**src/raycast_dda_ray_setup_assert.svh**
```systemverilog
// ----------------------------------------------------------------------------
// raycast_dda_ray_setup assertion macros
// shared concurrent assertion forms, clocked on clk, quiet in reset
// ----------------------------------------------------------------------------
`ifndef RAYCAST_DDA_RAY_SETUP_ASSERT_SVH
`define RAYCAST_DDA_RAY_SETUP_ASSERT_SVH

// same-cycle implication
`define RDS_ASSERT_NOW(label, ante, cons, msg) \
    label: assert property (@(posedge clk) disable iff (!rst_n) (ante) |-> (cons)) \
        else $error(msg);

// next-cycle implication
`define RDS_ASSERT_NEXT(label, ante, cons, msg) \
    label: assert property (@(posedge clk) disable iff (!rst_n) (ante) |=> (cons)) \
        else $error(msg);

`endif

```
**src/rds_pkg.sv**
```systemverilog
// ----------------------------------------------------------------------------
// rds_pkg
// widths, constants and types shared by the ray setup pipeline
// ----------------------------------------------------------------------------
package rds_pkg;

    localparam int MAP_BITS       = 6;
    localparam int FRAC_BITS      = 16;
    localparam int COLUMN_BITS    = 12;

    localparam int POS_BITS       = MAP_BITS + FRAC_BITS;
    localparam int VEC_BITS       = FRAC_BITS + 2;
    localparam int RAY_BITS       = FRAC_BITS + 3;
    localparam int DIST_BITS      = FRAC_BITS + 10;
    localparam int WIDTH_BITS     = COLUMN_BITS + 1;

    localparam int CFG_INDEX_BITS = 3;
    localparam int CFG_DATA_BITS  = POS_BITS;

    // camera divider: (column << (FRAC_BITS+1)) / width
    localparam int CAM_NUM_BITS   = COLUMN_BITS + FRAC_BITS + 1;
    localparam int CAM_BITS       = CAM_NUM_BITS + 1;
    localparam int PROD_BITS      = VEC_BITS + CAM_BITS;
    localparam int RAY_SUM_BITS   = PROD_BITS - FRAC_BITS + 1;

    // length and delta
    localparam int SUM_BITS       = 2 * RAY_BITS;
    localparam int LEN_BITS       = RAY_BITS;
    localparam int DIST_SHIFT     = DIST_BITS - FRAC_BITS;
    localparam int PART_BITS      = FRAC_BITS + 1;
    localparam int SIDE_PROD_BITS = PART_BITS + DIST_BITS;

    localparam logic signed [RAY_BITS-1:0] RAY_MAX_V = {1'b0, {(RAY_BITS-1){1'b1}}};
    localparam logic signed [RAY_BITS-1:0] RAY_MIN_V = {1'b1, {(RAY_BITS-1){1'b0}}};
    localparam logic [DIST_BITS-1:0]       DIST_MAX  = '1;

    localparam logic [POS_BITS-1:0]          RST_VIEWER_X = '0;
    localparam logic [POS_BITS-1:0]          RST_VIEWER_Y = '0;
    localparam logic signed [VEC_BITS-1:0]   RST_FACING_X = VEC_BITS'(65536);
    localparam logic signed [VEC_BITS-1:0]   RST_FACING_Y = '0;
    localparam logic signed [VEC_BITS-1:0]   RST_PLANE_X  = '0;
    localparam logic signed [VEC_BITS-1:0]   RST_PLANE_Y  = VEC_BITS'(43254);
    localparam logic [WIDTH_BITS-1:0]        RST_WIDTH    = WIDTH_BITS'(640);

    typedef enum logic [CFG_INDEX_BITS-1:0] {
        CFG_VIEWER_X,
        CFG_VIEWER_Y,
        CFG_FACING_X,
        CFG_FACING_Y,
        CFG_PLANE_X,
        CFG_PLANE_Y,
        CFG_SCREEN_WIDTH
    } cfg_index_t;

    typedef struct packed {
        logic signed [RAY_BITS-1:0] x;
        logic signed [RAY_BITS-1:0] y;
    } ray_pair_t;

    // pipeline control between stages
    typedef struct packed {
        logic en;
        logic valid;
    } pipe_ctl_t;

endpackage

```
**src/rds_cam_div.sv**
```systemverilog
// ----------------------------------------------------------------------------
// rds_cam_div
// pipelined restoring divider, one quotient bit per stage, for camera offset
// ----------------------------------------------------------------------------
module rds_cam_div (
    input  logic                              clk,
    input  logic                              rst_n,
    input  rds_pkg::pipe_ctl_t                ctl_in,
    input  logic [rds_pkg::COLUMN_BITS-1:0]   col,
    input  logic [rds_pkg::WIDTH_BITS-1:0]    width,
    output logic                              out_valid,
    output logic [rds_pkg::CAM_NUM_BITS-1:0]  quo
);
    import rds_pkg::*;

    localparam int N = CAM_NUM_BITS;

    logic [WIDTH_BITS-1:0] divisor;
    logic                  vld_reg [N];
    logic [WIDTH_BITS-1:0] rem_reg [N];
    logic [N-1:0]          num_reg [N];
    logic [N-1:0]          quo_reg [N];

    // zero width acts as width one
    assign divisor = (width == '0) ? WIDTH_BITS'(1) : width;

    for (genvar i = 0; i < N; i++)
    begin : g_stage
        logic                  vld_in;
        logic [WIDTH_BITS-1:0] rem_in;
        logic [N-1:0]          num_in;
        logic [N-1:0]          quo_in;
        logic [WIDTH_BITS:0]   cur;
        logic                  ge;
        logic [WIDTH_BITS-1:0] rem_next;
        logic [N-1:0]          quo_next;

        if (i == 0)
        begin : g_head
            assign vld_in = ctl_in.valid;
            assign rem_in = '0;
            assign num_in = {col, (FRAC_BITS+1)'(0)};
            assign quo_in = '0;
        end
        else
        begin : g_body
            assign vld_in = vld_reg[i-1];
            assign rem_in = rem_reg[i-1];
            assign num_in = num_reg[i-1];
            assign quo_in = quo_reg[i-1];
        end

        assign cur      = {rem_in, num_in[N-1-i]};
        assign ge       = cur >= {1'b0, divisor};
        assign rem_next = ge ? WIDTH_BITS'(cur - {1'b0, divisor}) : WIDTH_BITS'(cur);
        assign quo_next = {quo_in[N-2:0], ge};

        always_ff @(posedge clk or negedge rst_n)
        begin
            if (!rst_n)
            begin
                vld_reg[i] <= 1'b0;
            end
            else if (ctl_in.en)
            begin
                vld_reg[i] <= vld_in;
            end
        end

        always_ff @(posedge clk)
        begin
            if (ctl_in.en)
            begin
                rem_reg[i] <= rem_next;
                num_reg[i] <= num_in;
                quo_reg[i] <= quo_next;
            end
        end
    end

    assign out_valid = vld_reg[N-1];
    assign quo       = quo_reg[N-1];

endmodule

```
**config.mk**
```make
export PLATFORM = sky130hd
export DESIGN_NAME = rds_cam_div
export DESIGN_NICKNAME = d
export VERILOG_FILES = /design/src/raycast_dda_ray_setup_assert.svh /design/src/rds_pkg.sv /design/src/rds_cam_div.sv
export SDC_FILE = /design/constraint.sdc
export NUM_CORES = 2
export LEC_CHECK = 0
export ABC_AREA = 0
export BUFFER_PORTS_ARGS = -buffer_cell sky130_fd_sc_hd__buf_2
export CORE_MARGIN = 1
export CORE_UTILIZATION = 64
export CTS_CLUSTER_DIAMETER = 50
export DETAILED_ROUTE_END_ITERATION = 16
export GPL_TIMING_DRIVEN = 0
export PLACE_DENSITY = 0.81
export SLEW_MARGIN = 20
export SYNTH_ARGS = -nofsm -noshare
export SYNTH_HDL_FRONTEND = slang
export SYNTH_SLANG_ARGS = --single-unit
```
**constraint.sdc**
```tcl
create_clock -name clk -period 4.1 [get_ports clk]
set_input_delay 0.41 -clock clk [delete_from_list [all_inputs] [get_ports clk]]
set_output_delay 0.41 -clock clk [all_outputs]
set_load 0.02 [all_outputs]
```
==> out/qor.txt <==
area grow syn2layout - 12.4%
via count - 30287
number of antenna violations at the first check in global routing - 1
Final Max Slew Viols - 0
CTS tree - built
crit path launch type - input port
drt pass-1 iters - 11
Max Root-Sink Buffers - 3
Clock Power Share - 22.6%
post-detail-place hpwl - 63.1 mm
RSZ-0062 raised after global routing - no
asr flop ratio synth - 3.24%
GRT Resource Usage Total - 24.6%
Reg power frac - 34.8%
Max-slew headroom - 43.3%
CORE AREA - 74300 um2
Worst Setup SP - width[0]
placement-stage cell area - 50100 um2
NumNets Final - 4351
maximum clock frequency - 0.257 GHz
fin crit share - 95.1%
largest net degree at the start of global routing - 111
worst path required time - 4.49 ns
RR Startpoint - num_reg[9][18]
Synthesized Nets - 4147
Synth cell types - 87
first-pass GRT wire length - 150 mm
Boundary Pins - 59
Post-synth EDFFs - 865
Via density - 6.10
internal power - 27.9 mW
crit path max fanout - 41
hold slack - 0.114 ns
H-tree Lvls - 3
Final Critical Period - 3.90 ns
clock skew - 0.0214 ns
Fin. Hold Viols - 0
Rows - 100
Comb pwr share - 42.6%
max FFs per register - 435
Mean Syn Cell Area - 13.0 um2
Net Sw Frac - 34.9%
commonest non-fill, non-tap cell in the layout - edfxtp_1
final setup fails - 0
Port Buffers - 58
Root Buffer - clkbuf_16
Die Ht - 276 um
Post-DRT Antenna Nets - 0
drt wl/cell - 18.9 um
Die Area - 76100 um2
Die Span X - 276 um
mapped cell area - 48000 um2
PwrDens - 794 nW/um2
DRT Wirelength - 93.9 mm
failing checks - design-rule violations
vias in the first global route - 29527
switching pwr - 14.9 mW
max cap viols - 0
Non-Filler Cell Area, Final - 54000 um2
peak supply drop - 0.388 mV
fraction of layout cells with a size suffix above 1 - 15.7%
hold wc startpoint - col[11]
status - finished, violations left
CP arrival - 4.28 ns
Setup crit end kind - flop
grt ovf - 0
worst slew pin tran - 0.839 ns
CTS clock-pin slew for the worst setup and hold paths - 0.06 ns
Placer Congestion - 0.900
most frequent cells in the layout - edfxtp_1 (865), ha_1 (392), mux2_2 (240)
clock buffer count from CTS - 106
Cells after Synth - 3699
synthesized flop and latch total - 894
starting density of the core - 64.6%
yosys warns - 0
Starting DRT DRC Count - 2424
Synth Flop Type - edfxtp_1
post-synthesis sequential area ratio - 55.6%
Clock Latency Late Sink - 0.66 ns
kind of critical path - input port to flop
clk sinks - 894
Leakage - 21.0 nW
Tightest Hold Check Type - input port to flop
DRC Markers - 2
## final cells by class
class / count / area [um2]
fill: 4914 / 20400
buffer: 76 / 415
clock inverter: 79 / 897
timing repair buffer: 97 / 988
antenna: 1 / 2.50
tap: 969 / 1210
multi-input combinational: 2583 / 20400
inverter: 145 / 551
clock buffer: 120 / 2760
sequential: 894 / 26700
## Yosys cell counts, types with 43 or more instances
cell type,n,area (um2)
xor2_1,96,841
nor3_1,43,215
nor2_1,205,769
a21o_1,137,1030
edfxtp_1,865,26000
nand2_1,197,739
ha_1,392,4900
inv_1,143,537
a21oi_1,207,1040
mux2_2,240,2700
nand3_1,85,425
clkbuf_1,47,176
o21ai_0,170,851
o21bai_1,47,353
nand4_1,48,300
xnor2_1,148,1300
## metrics by stage
| step | cells | power (mW) | util, % | setup TNS (ns) | worst slack (ns) |
|---|---|---|---|---|---|
| after floorplan | 3699 | 28.8 | - | 0 | 0.0235 |
| after global placement | 4726 | 32.5 | 66.7 | -9746.51 | -11.03 |
| after detailed placement | 4749 | 32.9 | 67.4 | -352.03 | -1.58 |
| after CTS | 4962 | 42.8 | 72.5 | 0 | 0.0734 |
| after global routing | 4963 | 45.5 | 72.6 | 0 | 0.0104 |
| final | 4964 | 42.8 | 72.6 | 0 | 0.202 |
## routing by layer
layer | vias up | wire length, um | GRT usage (%)
met4 | 0 | 2480 | 8.23
met2 | 799 | 45200 | 40.8
met5 | - | 0 | 0
li1 | 14658 | - | -
met1 | 14637 | 41500 | 33.3
met3 | 193 | 4780 | 3.57
## worst max-delay path, stage by stage
cell	delay [ns]
buf_2	0.11
clkinv_1	0.46
nand2_1	0.27
inv_2	0.20
clkbuf_16	0.31
fa_2	0.41
a211oi_2	0.25
o21ai_1	0.17
a31oi_2	0.31
o21ai_1	0.14
a21o_1	0.23
a211oi_4	0.39
buf_6	0.21
mux2_1	0.38
## power groups by stage
stage | combinational (mW) | sequential, mW | clock, mW
6_report | 18.3 | 14.9 | 9.66
5_1_grt | 20.2 | 15.2 | 10.2
4_1_cts | 18.1 | 14.9 | 9.84
3_5_place_dp | 17.8 | 15.1 | 0
3_3_place_gp | 17.2 | 15.2 | 0
2_1_floorplan | 14.2 | 14.6 | 0
## kinds of logic after synthesis
group | after synthesis | share of synthesized area [%]
DFF | 894 | 55.6
AOI/OAI and AO/OA | 864 | 12.3
and+or+nand+nor | 775 | 7.86
adders and majority gates | 419 | 11.3
muxes | 281 | 6.51
xor gates and xnor gates | 244 | 4.45
buffers and inverters | 222 | 1.94
## final timing paths
kind                            slack, ns  depth (start not counted)                 end
worst min register to register       0.41                          0     quo_reg[21][10]
worst max-delay path                 0.20                         14       rem_reg[1][6]
max in group asynchronous            3.39                          2  g_stage[11].vld_in
min in group asynchronous            0.31                          2   g_stage[5].vld_in
worst min-delay path                 0.11                          3       rem_reg[0][0]
worst max register to register       0.75                         12     rem_reg[0][140]
## repair_timing
action,in CTS,in global routing
hold buffers,13,0
pin swaps,1,2
gates resized for setup,5,16
setup buffers,2,1
endpoints found under the hold margin,41,0
endpoints found under the setup margin,303,60
No activity file was read; power rests on OpenSTA's default activity.
