### config.mk
export PLATFORM = sky130hd
export DESIGN_NAME = rds_isqrt
export DESIGN_NICKNAME = d
export VERILOG_FILES = /design/src/raycast_dda_ray_setup_assert.svh /design/src/rds_pkg.sv /design/src/rds_isqrt.sv
export SDC_FILE = /design/constraint.sdc
export NUM_CORES = 2
export LEC_CHECK = 0
export BUFFER_PORTS_ARGS = -buffer_cell sky130_fd_sc_hd__buf_4
export CAP_MARGIN = 5
export CORE_MARGIN = 5
export CORE_UTILIZATION = 62
export CTS_BUF_LIST = sky130_fd_sc_hd__clkbuf_16
export CTS_CLUSTER_DIAMETER = 40
export CTS_CLUSTER_SIZE = 30
export DETAILED_ROUTE_END_ITERATION = 16
export PLACE_DENSITY = 0.84
export SLEW_MARGIN = 20
export SYNTH_ARGS = -nofsm -noshare
export SYNTH_HDL_FRONTEND = slang
export SYNTH_SLANG_ARGS = --single-unit
### constraint.sdc
create_clock -name clk -period 3.7 [get_ports clk]
set_input_delay 0.555 -clock clk [delete_from_list [all_inputs] [get_ports clk]]
set_output_delay 0.555 -clock clk [all_outputs]
set_load 0.1 [all_outputs]
### src/raycast_dda_ray_setup_assert.svh
// ----------------------------------------------------------------------------
// raycast_dda_ray_setup assertion macros
// shared concurrent assertion forms, clocked on clk, quiet in reset
// ----------------------------------------------------------------------------
`ifndef RAYCAST_DDA_RAY_SETUP_ASSERT_SVH
`define RAYCAST_DDA_RAY_SETUP_ASSERT_SVH

// same-cycle implication
`define RDS_ASSERT_NOW(label, ante, cons, msg) \
    label: assert property (@(posedge clk) disable iff (!rst_n) (ante) |-> (cons)) \
        else $error(msg);

// next-cycle implication
`define RDS_ASSERT_NEXT(label, ante, cons, msg) \
    label: assert property (@(posedge clk) disable iff (!rst_n) (ante) |=> (cons)) \
        else $error(msg);

`endif

### src/rds_pkg.sv
// ----------------------------------------------------------------------------
// rds_pkg
// widths, constants and types shared by the ray setup pipeline
// ----------------------------------------------------------------------------
package rds_pkg;

    localparam int MAP_BITS       = 6;
    localparam int FRAC_BITS      = 16;
    localparam int COLUMN_BITS    = 12;

    localparam int POS_BITS       = MAP_BITS + FRAC_BITS;
    localparam int VEC_BITS       = FRAC_BITS + 2;
    localparam int RAY_BITS       = FRAC_BITS + 3;
    localparam int DIST_BITS      = FRAC_BITS + 10;
    localparam int WIDTH_BITS     = COLUMN_BITS + 1;

    localparam int CFG_INDEX_BITS = 3;
    localparam int CFG_DATA_BITS  = POS_BITS;

    // camera divider: (column << (FRAC_BITS+1)) / width
    localparam int CAM_NUM_BITS   = COLUMN_BITS + FRAC_BITS + 1;
    localparam int CAM_BITS       = CAM_NUM_BITS + 1;
    localparam int PROD_BITS      = VEC_BITS + CAM_BITS;
    localparam int RAY_SUM_BITS   = PROD_BITS - FRAC_BITS + 1;

    // length and delta
    localparam int SUM_BITS       = 2 * RAY_BITS;
    localparam int LEN_BITS       = RAY_BITS;
    localparam int DIST_SHIFT     = DIST_BITS - FRAC_BITS;
    localparam int PART_BITS      = FRAC_BITS + 1;
    localparam int SIDE_PROD_BITS = PART_BITS + DIST_BITS;

    localparam logic signed [RAY_BITS-1:0] RAY_MAX_V = {1'b0, {(RAY_BITS-1){1'b1}}};
    localparam logic signed [RAY_BITS-1:0] RAY_MIN_V = {1'b1, {(RAY_BITS-1){1'b0}}};
    localparam logic [DIST_BITS-1:0]       DIST_MAX  = '1;

    localparam logic [POS_BITS-1:0]          RST_VIEWER_X = '0;
    localparam logic [POS_BITS-1:0]          RST_VIEWER_Y = '0;
    localparam logic signed [VEC_BITS-1:0]   RST_FACING_X = VEC_BITS'(65536);
    localparam logic signed [VEC_BITS-1:0]   RST_FACING_Y = '0;
    localparam logic signed [VEC_BITS-1:0]   RST_PLANE_X  = '0;
    localparam logic signed [VEC_BITS-1:0]   RST_PLANE_Y  = VEC_BITS'(43254);
    localparam logic [WIDTH_BITS-1:0]        RST_WIDTH    = WIDTH_BITS'(640);

    typedef enum logic [CFG_INDEX_BITS-1:0] {
        CFG_VIEWER_X,
        CFG_VIEWER_Y,
        CFG_FACING_X,
        CFG_FACING_Y,
        CFG_PLANE_X,
        CFG_PLANE_Y,
        CFG_SCREEN_WIDTH
    } cfg_index_t;

    typedef struct packed {
        logic signed [RAY_BITS-1:0] x;
        logic signed [RAY_BITS-1:0] y;
    } ray_pair_t;

    // pipeline control between stages
    typedef struct packed {
        logic en;
        logic valid;
    } pipe_ctl_t;

endpackage

### src/rds_isqrt.sv
// ----------------------------------------------------------------------------
// rds_isqrt
// pipelined digit-by-digit integer square root, one root bit per stage
// ----------------------------------------------------------------------------
module rds_isqrt (
    input  logic                            clk,
    input  logic                            rst_n,
    input  rds_pkg::pipe_ctl_t              ctl_in,
    input  logic [rds_pkg::SUM_BITS-1:0]    radicand,
    input  rds_pkg::ray_pair_t              rays_in,
    output logic                            out_valid,
    output logic [rds_pkg::LEN_BITS-1:0]    root,
    output rds_pkg::ray_pair_t              rays_out
);
    import rds_pkg::*;

    localparam int N  = LEN_BITS;
    localparam int RW = LEN_BITS + 2;

    logic            vld_reg  [N];
    logic [RW-1:0]   rem_reg  [N];
    logic [N-1:0]    root_reg [N];
    logic [SUM_BITS-1:0] rad_reg [N];
    ray_pair_t       rays_reg [N];

    for (genvar i = 0; i < N; i++)
    begin : g_stage
        logic                vld_in;
        logic [RW-1:0]       rem_in;
        logic [N-1:0]        root_in;
        logic [SUM_BITS-1:0] rad_in;
        ray_pair_t           rays_cur;
        logic [RW+1:0]       cur;
        logic [RW+1:0]       trial;
        logic                ge;
        logic [RW-1:0]       rem_next;
        logic [N-1:0]        root_next;

        if (i == 0)
        begin : g_head
            assign vld_in   = ctl_in.valid;
            assign rem_in   = '0;
            assign root_in  = '0;
            assign rad_in   = radicand;
            assign rays_cur = rays_in;
        end
        else
        begin : g_body
            assign vld_in   = vld_reg[i-1];
            assign rem_in   = rem_reg[i-1];
            assign root_in  = root_reg[i-1];
            assign rad_in   = rad_reg[i-1];
            assign rays_cur = rays_reg[i-1];
        end

        // bring down the next two radicand bits
        assign cur       = {rem_in, rad_in[2*(N-1-i)+1 -: 2]};
        assign trial     = {RW'(root_in), 2'b01};
        assign ge        = cur >= trial;
        assign rem_next  = ge ? RW'(cur - trial) : RW'(cur);
        assign root_next = {root_in[N-2:0], ge};

        always_ff @(posedge clk or negedge rst_n)
        begin
            if (!rst_n)
            begin
                vld_reg[i] <= 1'b0;
            end
            else if (ctl_in.en)
            begin
                vld_reg[i] <= vld_in;
            end
        end

        always_ff @(posedge clk)
        begin
            if (ctl_in.en)
            begin
                rem_reg[i]  <= rem_next;
                root_reg[i] <= root_next;
                rad_reg[i]  <= rad_in;
                rays_reg[i] <= rays_cur;
            end
        end
    end

    assign out_valid = vld_reg[N-1];
    assign root      = root_reg[N-1];
    assign rays_out  = rays_reg[N-1];

endmodule

==> key figures <==
Synthesis
  – Async SR Flop Fraction: 1.169%
  – FF+latch count, synth: 1625
  – Synthesized area per cell: 16.26 um2
  – Sequential fraction of the synthesis area: 76.63%
  – Mapped cell area: 63550 um2
  – Top post-synthesis cells by area: edfxtp_1, ha_1, xnor2_1
  – Yosys top cell area share: 75.88%
  – Prevailing post-synth register cell: edfxtp_1
  – Dominant cell type by area after synthesis: edfxtp_1
  – Post-synth cell types: 82
  – Post-synth EDFFs: 1606
  – Synth Warn #: 0
  – Post-Syn Nets: roughly 4200
  – Syn Inst Count: 3908

Timing
  – Fin Setup TNS: 0 ns
  – Slew headroom: a little under half
  – Final setup viols: 0
  – Worst-Margin Slew: 0.7926 ns
  – RSZ-0062 raised after global routing: false
  – Tmin final: 3.195 ns
  – Setup ws final: 0.5054 ns
  – Max frequency: 313.0 MHz
  – Period utilization: 86.34%
  – Hold Vio Cnt, Final: 0
  – Hold_ws: 0.08257 ns
  – Setup Skew: 0.03932 ns
  – Final Max Slew Viols: 0

CTS
  – Postcts setup bufs: 0
  – CTS tree: yes
  – CTS root buf: clkbuf_16
  – Clk_lat worst skew: 0.78 ns
  – Resized cells post-CTS: 0
  – H-tree Lvls: 4
  – CTS buffer count: about 160
  – Clk sinks: between 1500 and 2000
  – Worst-path clk slew: 0.07 ns
  – Clk buf depth: 3

Placed design
  – GP Congestion: 0.8808
  – DP HPWL: 65220 um
  – Placed cell area: 66920 um2
  – Placed cells: roughly 5400
  – Post-placement worst setup slack: 0.5681 ns
  – IO buf count: around 140

Layout
  – Most common cell after layout, fill and taps aside: edfxtp_1
  – Area Overhead vs Synth: 15.67%
  – Layout cell share with drive strength beyond 1: a little over an eighth
  – Fin nets: 4598
  – Final cell count without fillers: 5817
  – Largest register FFs: 722
  – Ant. Diodes: 0
  – Most frequent cells in the layout: edfxtp_1, inv_1, nor2_1
  – Final core utilization: around 72%
  – Final instance area: about 74000 um2

Die
  – Io pins: 138
  – Die Wd: 330.2 um
  – Site row count: approximately 120
  – Full die area: 109000 um2
  – CORE AREA: 101700 um2
  – Initial core utilization: 62.46%
  – Die Height: 330.2 um

Setup path
  – Flop-to-flop setup slack: 0.51 ns
  – Crit path max-delay cell type: nor4_1
  – CP endpoint: rem_reg[9][9]$_DFFE_PP_
  – CP max stage delay: 0.68 ns
  – Setup Crit Path Kind: register to register
  – Startpoint type of the worst setup path: register
  – Worst Reg-to-Reg Cells: 8
  – Crit Reg-Reg Endpoint: rem_reg[9][9]$_DFFE_PP_
  – Worst path most repeated cell: nor4_1
  – Worst reg2reg path startpoint: rem_reg[8][3]$_DFFE_PP_
  – CP required: 4.21 ns
  – Crit Path Max Fanout: 8
  – Cell Chain, Critical Path: ha_1 -> nand4_1 -> nor4_1 -> nor4_1 -> and3_1 -> and2_0 -> inv_2 -> mux2_2
  – Critical Path Start: rem_reg[8][3]$_DFFE_PP_
  – Crit path capture type: register
  – Critical path arrival: 3.71 ns

Detailed routing
  – Post-route ant nets: 0
  – Wirelength per Cell: about 18 um
  – Vias: 32530
  – Via density: 5.593
  – DRT Pass-1 Iters: 5
  – Drt total wl: about 110000 um
  – Initial DRC Count: 2565
  – Remaining DRCs: 0

Power and ir drop
  – PwrDens: 612.0 nW/um2
  – Leak: 27.34 nW
  – Total power draw: 44.99 mW
  – VDD IR-drop max: 0.0006055 V

Run
  – MaxCap Viol Count: 0

Hold path
  – Hold WC Path Type: input port to register

Run status
  – Status: completed

GRT
  – GRT Total Usage: 19.71%
  – Largest net degree at the start of global routing: approximately 120
  – First-pass GRT wire length: 170800 um
  – Vias in the first global route: 32920
  – Initial antenna violation count: 0
  – Grt total ovfl: 0
[layer usage]
metal	track usage, %	share of wire (%)	vias to the layer above
met5	0	0	-
met1	25.54	42	15740
met4	7.161	3.2	0
met3	3.415	4.7	247
met2	34.03	51	876
li1	-	-	15670
[repair_timing]
item / 4_1_cts / 5_1_grt
hold endpoints to repair: 94 / 0
hold buffers: 76 / 0
setup endpoints to repair: 0 / 0
[cell families after synthesis]
| logic type | synth area share, % |
|---|---|
| DFF | 76.63 |
| and+or+nand+nor | 6.452 |
| AOI/OAI and AO/OA | 6.241 |
| buffers and inverters | 1.922 |
| xor gates and xnor gates | 3.542 |
| adders and majority gates | 4.134 |
| muxes | 1.071 |
| other | 0.005901 |
[worst max-delay path, delay by kind of cell, from the launching register on]
family / cells / cell delay [ns]
adders and majority gates: 1 / 0.39
and+or+nand+nor: 5 / 1.57
DFF: 1 / 0.42
buffers and inverters: 1 / 0.19
muxes: 1 / 0.37
[cells in the mapped netlist (5+ instances only)]
cell type / count
xor2_1: 125
nand4b_1: 5
a21o_1: 61
nor3_1: 73
o31ai_1: 30
o41ai_1: 6
and3_1: 20
nand3_1: 53
nand3b_1: 10
o21a_1: 57
mux2_2: 55
o31a_1: 5
inv_1: 263
xnor2_1: 132
a21boi_0: 12
nand4_1: 29
o21bai_1: 11
a211oi_1: 28
clkbuf_1: 46
nand2_1: 157
nor4b_1: 9
nor2b_1: 35
dfrtp_1: 19
and2_1: 11
or2_2: 10
ha_1: 210
edfxtp_1: 1606
a31oi_1: 19
a2111oi_0: 8
nor4_1: 61
or3_1: 43
o211ai_1: 15
a21oi_1: 189
nand2b_1: 32
o21ai_0: 124
o22ai_1: 6
nor2_1: 221
mux2i_1: 5
or4_1: 16
nor3b_1: 8
[worst min-delay path by stage]
| stage | start | end | cells past startpoint |
|---|---|---|---|
| floorplan | rst_n | g_stage[10].vld_in$_DFFE_PN0P_ | 0 |
| global placement | rays_reg[16][35]$_DFFE_PP_ | rays_reg[17][35]$_DFFE_PP_ | 0 |
| detailed placement | rad_reg[9][0]$_DFFE_PP_ | rad_reg[10][0]$_DFFE_PP_ | 0 |
| CTS | radicand[37] | root_reg[0][0]$_DFFE_PP_ | 2 |
| global route | radicand[37] | root_reg[0][0]$_DFFE_PP_ | 2 |
| finish | radicand[37] | root_reg[0][0]$_DFFE_PP_ | 2 |
[report_power, final]
group          switching [mW]  internal, mW  leakage (nW)
logic                    2.71          1.91          8.73
registers               0.831          22.2          15.8
clock network            7.55          9.79          2.85
total                    11.1          33.9          27.3
[area by class of cell]
| class | count | area, um2 |
|---|---|---|
| well taps | 1368 | 1712 |
| clock inverters | 142 | 1730 |
| flip-flops and latches | 1625 | 48700 |
| fillers | 6216 | 28230 |
| clock buffers | 164 | 4104 |
| inverters | 267 | 1002 |
| multi-input cells | 1961 | 13650 |
| repair buffers | 290 | 2613 |
(Power assumes the default switching activity.)
