===== src/raycast_dda_ray_setup_assert.svh =====
// ----------------------------------------------------------------------------
// raycast_dda_ray_setup assertion macros
// shared concurrent assertion forms, clocked on clk, quiet in reset
// ----------------------------------------------------------------------------
`ifndef RAYCAST_DDA_RAY_SETUP_ASSERT_SVH
`define RAYCAST_DDA_RAY_SETUP_ASSERT_SVH

// same-cycle implication
`define RDS_ASSERT_NOW(label, ante, cons, msg) \
    label: assert property (@(posedge clk) disable iff (!rst_n) (ante) |-> (cons)) \
        else $error(msg);

// next-cycle implication
`define RDS_ASSERT_NEXT(label, ante, cons, msg) \
    label: assert property (@(posedge clk) disable iff (!rst_n) (ante) |=> (cons)) \
        else $error(msg);

`endif


===== src/rds_pkg.sv =====
// ----------------------------------------------------------------------------
// rds_pkg
// widths, constants and types shared by the ray setup pipeline
// ----------------------------------------------------------------------------
package rds_pkg;

    localparam int MAP_BITS       = 6;
    localparam int FRAC_BITS      = 16;
    localparam int COLUMN_BITS    = 12;

    localparam int POS_BITS       = MAP_BITS + FRAC_BITS;
    localparam int VEC_BITS       = FRAC_BITS + 2;
    localparam int RAY_BITS       = FRAC_BITS + 3;
    localparam int DIST_BITS      = FRAC_BITS + 10;
    localparam int WIDTH_BITS     = COLUMN_BITS + 1;

    localparam int CFG_INDEX_BITS = 3;
    localparam int CFG_DATA_BITS  = POS_BITS;

    // camera divider: (column << (FRAC_BITS+1)) / width
    localparam int CAM_NUM_BITS   = COLUMN_BITS + FRAC_BITS + 1;
    localparam int CAM_BITS       = CAM_NUM_BITS + 1;
    localparam int PROD_BITS      = VEC_BITS + CAM_BITS;
    localparam int RAY_SUM_BITS   = PROD_BITS - FRAC_BITS + 1;

    // length and delta
    localparam int SUM_BITS       = 2 * RAY_BITS;
    localparam int LEN_BITS       = RAY_BITS;
    localparam int DIST_SHIFT     = DIST_BITS - FRAC_BITS;
    localparam int PART_BITS      = FRAC_BITS + 1;
    localparam int SIDE_PROD_BITS = PART_BITS + DIST_BITS;

    localparam logic signed [RAY_BITS-1:0] RAY_MAX_V = {1'b0, {(RAY_BITS-1){1'b1}}};
    localparam logic signed [RAY_BITS-1:0] RAY_MIN_V = {1'b1, {(RAY_BITS-1){1'b0}}};
    localparam logic [DIST_BITS-1:0]       DIST_MAX  = '1;

    localparam logic [POS_BITS-1:0]          RST_VIEWER_X = '0;
    localparam logic [POS_BITS-1:0]          RST_VIEWER_Y = '0;
    localparam logic signed [VEC_BITS-1:0]   RST_FACING_X = VEC_BITS'(65536);
    localparam logic signed [VEC_BITS-1:0]   RST_FACING_Y = '0;
    localparam logic signed [VEC_BITS-1:0]   RST_PLANE_X  = '0;
    localparam logic signed [VEC_BITS-1:0]   RST_PLANE_Y  = VEC_BITS'(43254);
    localparam logic [WIDTH_BITS-1:0]        RST_WIDTH    = WIDTH_BITS'(640);

    typedef enum logic [CFG_INDEX_BITS-1:0] {
        CFG_VIEWER_X,
        CFG_VIEWER_Y,
        CFG_FACING_X,
        CFG_FACING_Y,
        CFG_PLANE_X,
        CFG_PLANE_Y,
        CFG_SCREEN_WIDTH
    } cfg_index_t;

    typedef struct packed {
        logic signed [RAY_BITS-1:0] x;
        logic signed [RAY_BITS-1:0] y;
    } ray_pair_t;

    // pipeline control between stages
    typedef struct packed {
        logic en;
        logic valid;
    } pipe_ctl_t;

endpackage


===== src/rds_delta_div.sv =====
// ----------------------------------------------------------------------------
// rds_delta_div
// two-lane pipelined divider: delta = (len << FRAC_BITS) / |ray|, saturating
// ----------------------------------------------------------------------------
module rds_delta_div (
    input  logic                            clk,
    input  logic                            rst_n,
    input  rds_pkg::pipe_ctl_t              ctl_in,
    input  logic [rds_pkg::LEN_BITS-1:0]    len,
    input  rds_pkg::ray_pair_t              rays_in,
    output logic                            out_valid,
    output logic [rds_pkg::DIST_BITS-1:0]   delta_x,
    output logic [rds_pkg::DIST_BITS-1:0]   delta_y,
    output rds_pkg::ray_pair_t              rays_out
);
    import rds_pkg::*;

    localparam int N = DIST_BITS;

    logic          vld_reg  [N];
    logic [LEN_BITS-1:0] len_reg [N];
    ray_pair_t     rays_reg [N];
    wire  [2*DIST_BITS-1:0] dist_out;

    for (genvar i = 0; i < N; i++)
    begin : g_shared
        logic                vld_in;
        logic [LEN_BITS-1:0] len_in;
        ray_pair_t           rays_cur;

        if (i == 0)
        begin : g_head
            assign vld_in   = ctl_in.valid;
            assign len_in   = len;
            assign rays_cur = rays_in;
        end
        else
        begin : g_body
            assign vld_in   = vld_reg[i-1];
            assign len_in   = len_reg[i-1];
            assign rays_cur = rays_reg[i-1];
        end

        always_ff @(posedge clk or negedge rst_n)
        begin
            if (!rst_n)
            begin
                vld_reg[i] <= 1'b0;
            end
            else if (ctl_in.en)
            begin
                vld_reg[i] <= vld_in;
            end
        end

        always_ff @(posedge clk)
        begin
            if (ctl_in.en)
            begin
                len_reg[i]  <= len_in;
                rays_reg[i] <= rays_cur;
            end
        end
    end

    for (genvar l = 0; l < 2; l++)
    begin : g_lane
        logic signed [RAY_BITS-1:0] comp;
        logic [RAY_BITS-1:0]        mag_in0;
        logic                       sat_in0;
        logic [RAY_BITS-1:0]        rem_reg [N];
        logic [RAY_BITS-1:0]        mag_reg [N];
        logic [N-1:0]               quo_reg [N];
        logic                       sat_reg [N];

        assign comp    = (l == 0) ? rays_in.x : rays_in.y;
        assign mag_in0 = comp[RAY_BITS-1] ? RAY_BITS'(-comp) : RAY_BITS'(comp);
        // quotient past the field (or a zero divisor) saturates
        assign sat_in0 = {1'b0, len} >= {mag_in0, DIST_SHIFT'(0)};

        for (genvar i = 0; i < N; i++)
        begin : g_stage
            logic [RAY_BITS-1:0] rem_in;
            logic [RAY_BITS-1:0] mag_in;
            logic [N-1:0]        quo_in;
            logic                sat_in;
            logic                nbit;
            logic [RAY_BITS:0]   cur;
            logic                ge;
            logic [RAY_BITS-1:0] rem_next;
            logic [N-1:0]        quo_next;

            if (i == 0)
            begin : g_head
                assign rem_in = RAY_BITS'(len[LEN_BITS-1:DIST_SHIFT]);
                assign mag_in = mag_in0;
                assign quo_in = '0;
                assign sat_in = sat_in0;
            end
            else
            begin : g_body
                assign rem_in = rem_reg[i-1];
                assign mag_in = mag_reg[i-1];
                assign quo_in = quo_reg[i-1];
                assign sat_in = sat_reg[i-1];
            end

            // numerator bit N-1-i of {len, FRAC_BITS zeros}
            if (N - 1 - i >= FRAC_BITS)
            begin : g_len_bit
                if (i == 0)
                begin : g_from_port
                    assign nbit = len[N - 1 - FRAC_BITS];
                end
                else
                begin : g_from_reg
                    assign nbit = len_reg[i-1][N - 1 - i - FRAC_BITS];
                end
            end
            else
            begin : g_zero_bit
                assign nbit = 1'b0;
            end

            assign cur      = {rem_in, nbit};
            assign ge       = cur >= {1'b0, mag_in};
            assign rem_next = ge ? RAY_BITS'(cur - {1'b0, mag_in}) : RAY_BITS'(cur);
            assign quo_next = {quo_in[N-2:0], ge};

            always_ff @(posedge clk)
            begin
                if (ctl_in.en)
                begin
                    rem_reg[i] <= rem_next;
                    mag_reg[i] <= mag_in;
                    quo_reg[i] <= quo_next;
                    sat_reg[i] <= sat_in;
                end
            end
        end

        assign dist_out[l*DIST_BITS +: DIST_BITS] = sat_reg[N-1] ? DIST_MAX : quo_reg[N-1];
    end

    assign out_valid = vld_reg[N-1];
    assign delta_x   = dist_out[DIST_BITS-1:0];
    assign delta_y   = dist_out[2*DIST_BITS-1:DIST_BITS];
    assign rays_out  = rays_reg[N-1];

endmodule


===== config.mk =====
export PLATFORM = sky130hd
export DESIGN_NAME = rds_delta_div
export DESIGN_NICKNAME = d
export VERILOG_FILES = /design/src/raycast_dda_ray_setup_assert.svh /design/src/rds_pkg.sv /design/src/rds_delta_div.sv
export SDC_FILE = /design/constraint.sdc
export NUM_CORES = 2
export LEC_CHECK = 0
export BUFFER_PORTS_ARGS = -buffer_cell sky130_fd_sc_hd__buf_2
export CAP_MARGIN = 0
export CORE_UTILIZATION = 30
export CTS_BUF_LIST = sky130_fd_sc_hd__clkbuf_8
export CTS_CLUSTER_SIZE = 14
export DETAILED_ROUTE_END_ITERATION = 8
export GPL_ROUTABILITY_DRIVEN = 0
export PLACE_DENSITY = 0.55
export SLEW_MARGIN = 0
export SYNTH_ARGS = -nofsm -noshare
export SYNTH_HDL_FRONTEND = slang
export SYNTH_MEMORY_MAX_BITS = 65536
export SYNTH_SLANG_ARGS = --single-unit
export TNS_END_PERCENT = 30

===== constraint.sdc =====
create_clock -name clk -period 10.2 [get_ports clk]
set_input_delay 0.51 -clock clk [delete_from_list [all_inputs] [get_ports clk]]
set_output_delay 0.51 -clock clk [all_outputs]
set_load 0.05 [all_outputs]

==> PnR_summary.wiki <==
{| class="wikitable"
! Metric !! Value
|-
| Maximum clock rate || 210 MHz
|-
| Transition time at the pin with the least slew margin || 1180 ps
|-
| Final worst path period need || 4770 ps
|-
| Initial antenna violation count || 7
|-
| Effective utilization at floorplan || 30.1%
|-
| Routed Wire Length || 310000 um
|-
| Number of buffers on the longest clock path || 4
|-
| Seq. cell area || 0.110 mm2
|-
| Most frequent cells after synthesis || sky130_fd_sc_hd__edfxtp_1, sky130_fd_sc_hd__inv_1, sky130_fd_sc_hd__ha_1
|-
| Via count of the routed design || around 94000
|-
| Unrepaired setup endpoints after global routing || no
|-
| DIE HEIGHT || 752 um
|-
| ANT nets after route || 0
|-
| Synth area leader || sky130_fd_sc_hd__edfxtp_1
|-
| Boundary pin count || 152
|-
| DRC violation count after routing || 4
|-
| Largest register FFs || between 900 and 1000
|-
| CTS sink cnt || 3663
|-
| IO Port Bufs || 151
|-
| Syn Area/Cell || about 14 um2
|-
| Run status || finished with violations
|-
| Final Cycle Share || 46.7%
|-
| Crit start category || input port
|-
| Post-detailed-route via-to-cell ratio || about 4.5
|-
| TritonCTS clock tree || done
|-
| Number of cells on the worst reg-to-reg path || 12
|-
| Synth warn || 0
|-
| Number of nets at the end of the flow || 14063
|-
| Leak || 0.0734 uW
|-
| Violation count after the first detailed-route iteration || 5072
|-
| Placed cell count || approximately 20000
|-
| Portion of the post-synthesis area used by sequential elements || roughly two thirds
|-
| Number of cell rows || 275
|-
| Critical Path AT || 5680 ps
|-
| Grt total ovfl || 0
|-
| Count of fill cells added during filler insertion || 54173
|-
| Largest net degree at the start of global routing || 174
|-
| Post-Synthesis Cells || around 12000
|-
| Max-capacitance violation count || 0
|-
| Violations in the final reports || design-rule violations
|-
| Power per standard cell area || 281 mW/mm2
|-
| Wire length of the first global-routing pass || ~490000 um
|-
| Reg-to-reg slack, setup || 5750 ps
|-
| Critical path data required time || 11110 ps
|-
| Worst min-delay path startpoint || rays_in[32]
|-
| Total routing usage reported by global routing || a little over a tenth
|-
| EDFF count, synth || around 3600
|-
| WHS Path Cells || 3
|-
| Crit end category || register
|-
| Layout overhead on the synthesized area || 13.8%
|-
| Crit Reg-Reg Startpoint || len_reg[0][44]$_DFFE_PP_
|-
| Area of the core || 0.561 mm2
|-
| Highest fanout seen on the critical path || 15
|-
| Library cells used by synthesis || 106
|-
| Total clock buffers created by CTS || 649
|-
| DPL Wire Length || 215000 um
|-
| Post-synthesis instance area || 0.169 mm2
|-
| Via count of the first global-routing pass || about 95000
|-
| Synthesized net count || 13239
|-
| Floorplan die width || 752 um
|-
| Later-pin clock latency in the skew report || between 1000 and 1500 ps
|-
| Clk_skew || 145 ps
|-
| Final std cells w/o fill || 20945
|-
| Total Power Consumption || 54000 uW
|-
| Post-Route Setup TNS || 0 ps
|-
| Setup bufs post-CTS || 0
|-
| Peak supply drop || 0.145 mV
|-
| Endpoint of the worst hold path || g_lane[0].mag_reg[0][13]$_DFFE_PP_
|-
| H-tree depth || 6
|-
| Cell chosen for the clock root || sky130_fd_sc_hd__clkbuf_8
|-
| Final hold violation count || 0
|-
| Count of pins over their slew limit || 0
|-
| Flip-flop and latch count after synthesis || 3663
|-
| Most frequent cell after synthesis || sky130_fd_sc_hd__edfxtp_1
|-
| Async S/R FF share, synth || 0.710%
|-
| Layout cell share with drive strength beyond 1 || 13.5%
|-
| Critical R2R Capture || g_lane[1].rem_reg[3][6]$_DFFE_PP_
|-
| Worst hold path class || input port to register
|-
| Die Outline Area || between 0.5 and 0.6 mm2
|-
| Relative slew slack || 21.6%
|-
| Ranking of synthesized cells by area || sky130_fd_sc_hd__edfxtp_1, sky130_fd_sc_hd__ha_1, sky130_fd_sc_hd__mux2_2
|-
| Synth top area share || 64.7%
|-
| Average wire length per cell after detail routing || between 10 and 15 um
|-
| Main synth FF type || sky130_fd_sc_hd__edfxtp_1
|-
| Category of the critical setup timing path || input port to register
|-
| Clock slew at reported path FFs || about 60 ps
|-
| Final setup violation count || 0
|-
| Multi-input gate area || between 0.05 and 0.06 mm2
|-
| Detailed Routing Iterations Pass 1 || 8
|}
[critical path, cell delays in order]
cell                            delay, ps
sky130_fd_sc_hd__dlygate4sd3_1        520
sky130_fd_sc_hd__buf_2                260
sky130_fd_sc_hd__inv_1                120
sky130_fd_sc_hd__ha_1                 220
sky130_fd_sc_hd__nand2b_1             160
sky130_fd_sc_hd__xnor2_1              230
sky130_fd_sc_hd__inv_1                100
sky130_fd_sc_hd__ha_1                 360
sky130_fd_sc_hd__o21a_1               180
sky130_fd_sc_hd__nor3_1                60
sky130_fd_sc_hd__o41ai_2              500
sky130_fd_sc_hd__maj3_1               300
sky130_fd_sc_hd__o21ai_2               90
sky130_fd_sc_hd__o311ai_2             720
sky130_fd_sc_hd__o21ai_2              390
sky130_fd_sc_hd__mux2_1               400
sky130_fd_sc_hd__dlygate4sd3_1        560
[how the worst max path moves through the flow]
| stage | from | endpoint | cells past startpoint |
|---|---|---|---|
| floorplan | rays_in[18] | g_lane[1].rem_reg[0][10]$_SDFFCE_PN0P_ | 14 |
| global placement | rays_in[19] | g_lane[0].rem_reg[0][9]$_DFFE_PP_ | 16 |
| detailed placement | rays_in[19] | g_lane[0].rem_reg[0][1]$_DFFE_PP_ | 16 |
| CTS | rays_in[19] | g_lane[0].rem_reg[0][9]$_DFFE_PP_ | 18 |
| global route | rays_in[19] | g_lane[0].rem_reg[0][9]$_DFFE_PP_ | 17 |
| finish | rays_in[19] | g_lane[0].rem_reg[0][9]$_DFFE_PP_ | 17 |
[repair_timing]
item | 4_1_cts | 5_1_grt
endpoints found under the setup margin | 0 | 0
endpoints found under the hold margin | 261 | 0
resized for setup | 0 | 0
hold buffers | 110 | 0
[logic make-up (layout without fill, tap and decap cells)]
family / count (synthesis) / after routing / synth area share [%]
compound gates: 2320 / 2320 / 8.65
xor+xnor: 778 / 778 / 4.06
fa+ha+maj: 1032 / 1032 / 7.86
buf+inv: 1410 / 2714 / 3.15
flops: 3663 / 3663 / 65.1
mux: 665 / 665 / 4.41
other cells: 0 / 2 / 0
simple gates: 2292 / 2292 / 6.77
[placed cells by master, fill, tap and decap left out, drive strengths merged, types with 66 or more instances in the layout]
master and count:
mux2 617, inv 1488, o31ai 72, xor2 264, nor2 680, or3 70
nand3 156, buf 223, clkinv 215, a21o 241, o21ai 477, nand4 150
a21boi 66, xnor2 513, clkbuf 655, dlygate4sd3 109, edfxtp 3637, o21a 131
nor3 194, or2 76, ha 968, nand2 408, nor2b 119, a31oi 75
and2 73, nand2b 177, a211oi 70, a21oi 806
[metrics by stage]
stage                     util [%]  setup WS, ps  hold WS (ps)  instance area (um2)
after floorplan                  -          6090           214               169000
after global placement        32.0          5290           401               179000
after detailed placement      32.0          5420           405               179000
after CTS                     34.3          5700          8.55               192000
after global routing          34.3          5270           108               192000
final                         34.3          5430           239               192000
[routing by layer]
layer / GRT usage, % / wire length (um) / share of wire, % / vias to the layer above
met5: 0 / 33 / 0.011 / -
met4: 5.67 / 16500 / 5.3 / 4
met3: 1.96 / 12000 / 3.9 / 847
met2: 19.2 / 156000 / 50 / 1633
met1: 11.6 / 126000 / 41 / 44426
li1: - / - / - / 46919
[report_power, final]
| group | switching (uW) | internal (uW) |
|---|---|---|
| combinational | 10200 | 9140 |
| clock | 6050 | 6420 |
| sequential | 1460 | 20700 |
[cell type report]
type	instances	share of cell area (%)
repair buffers	332	1.35
clock inverters	476	1.47
inverters	1251	2.44
diodes	2	0.00261
clock buffers	655	4.69
well taps	7479	4.87
flip-flops and latches	3663	57.2
multi-input cells	7087	28.0
(Power assumes the default switching activity.)
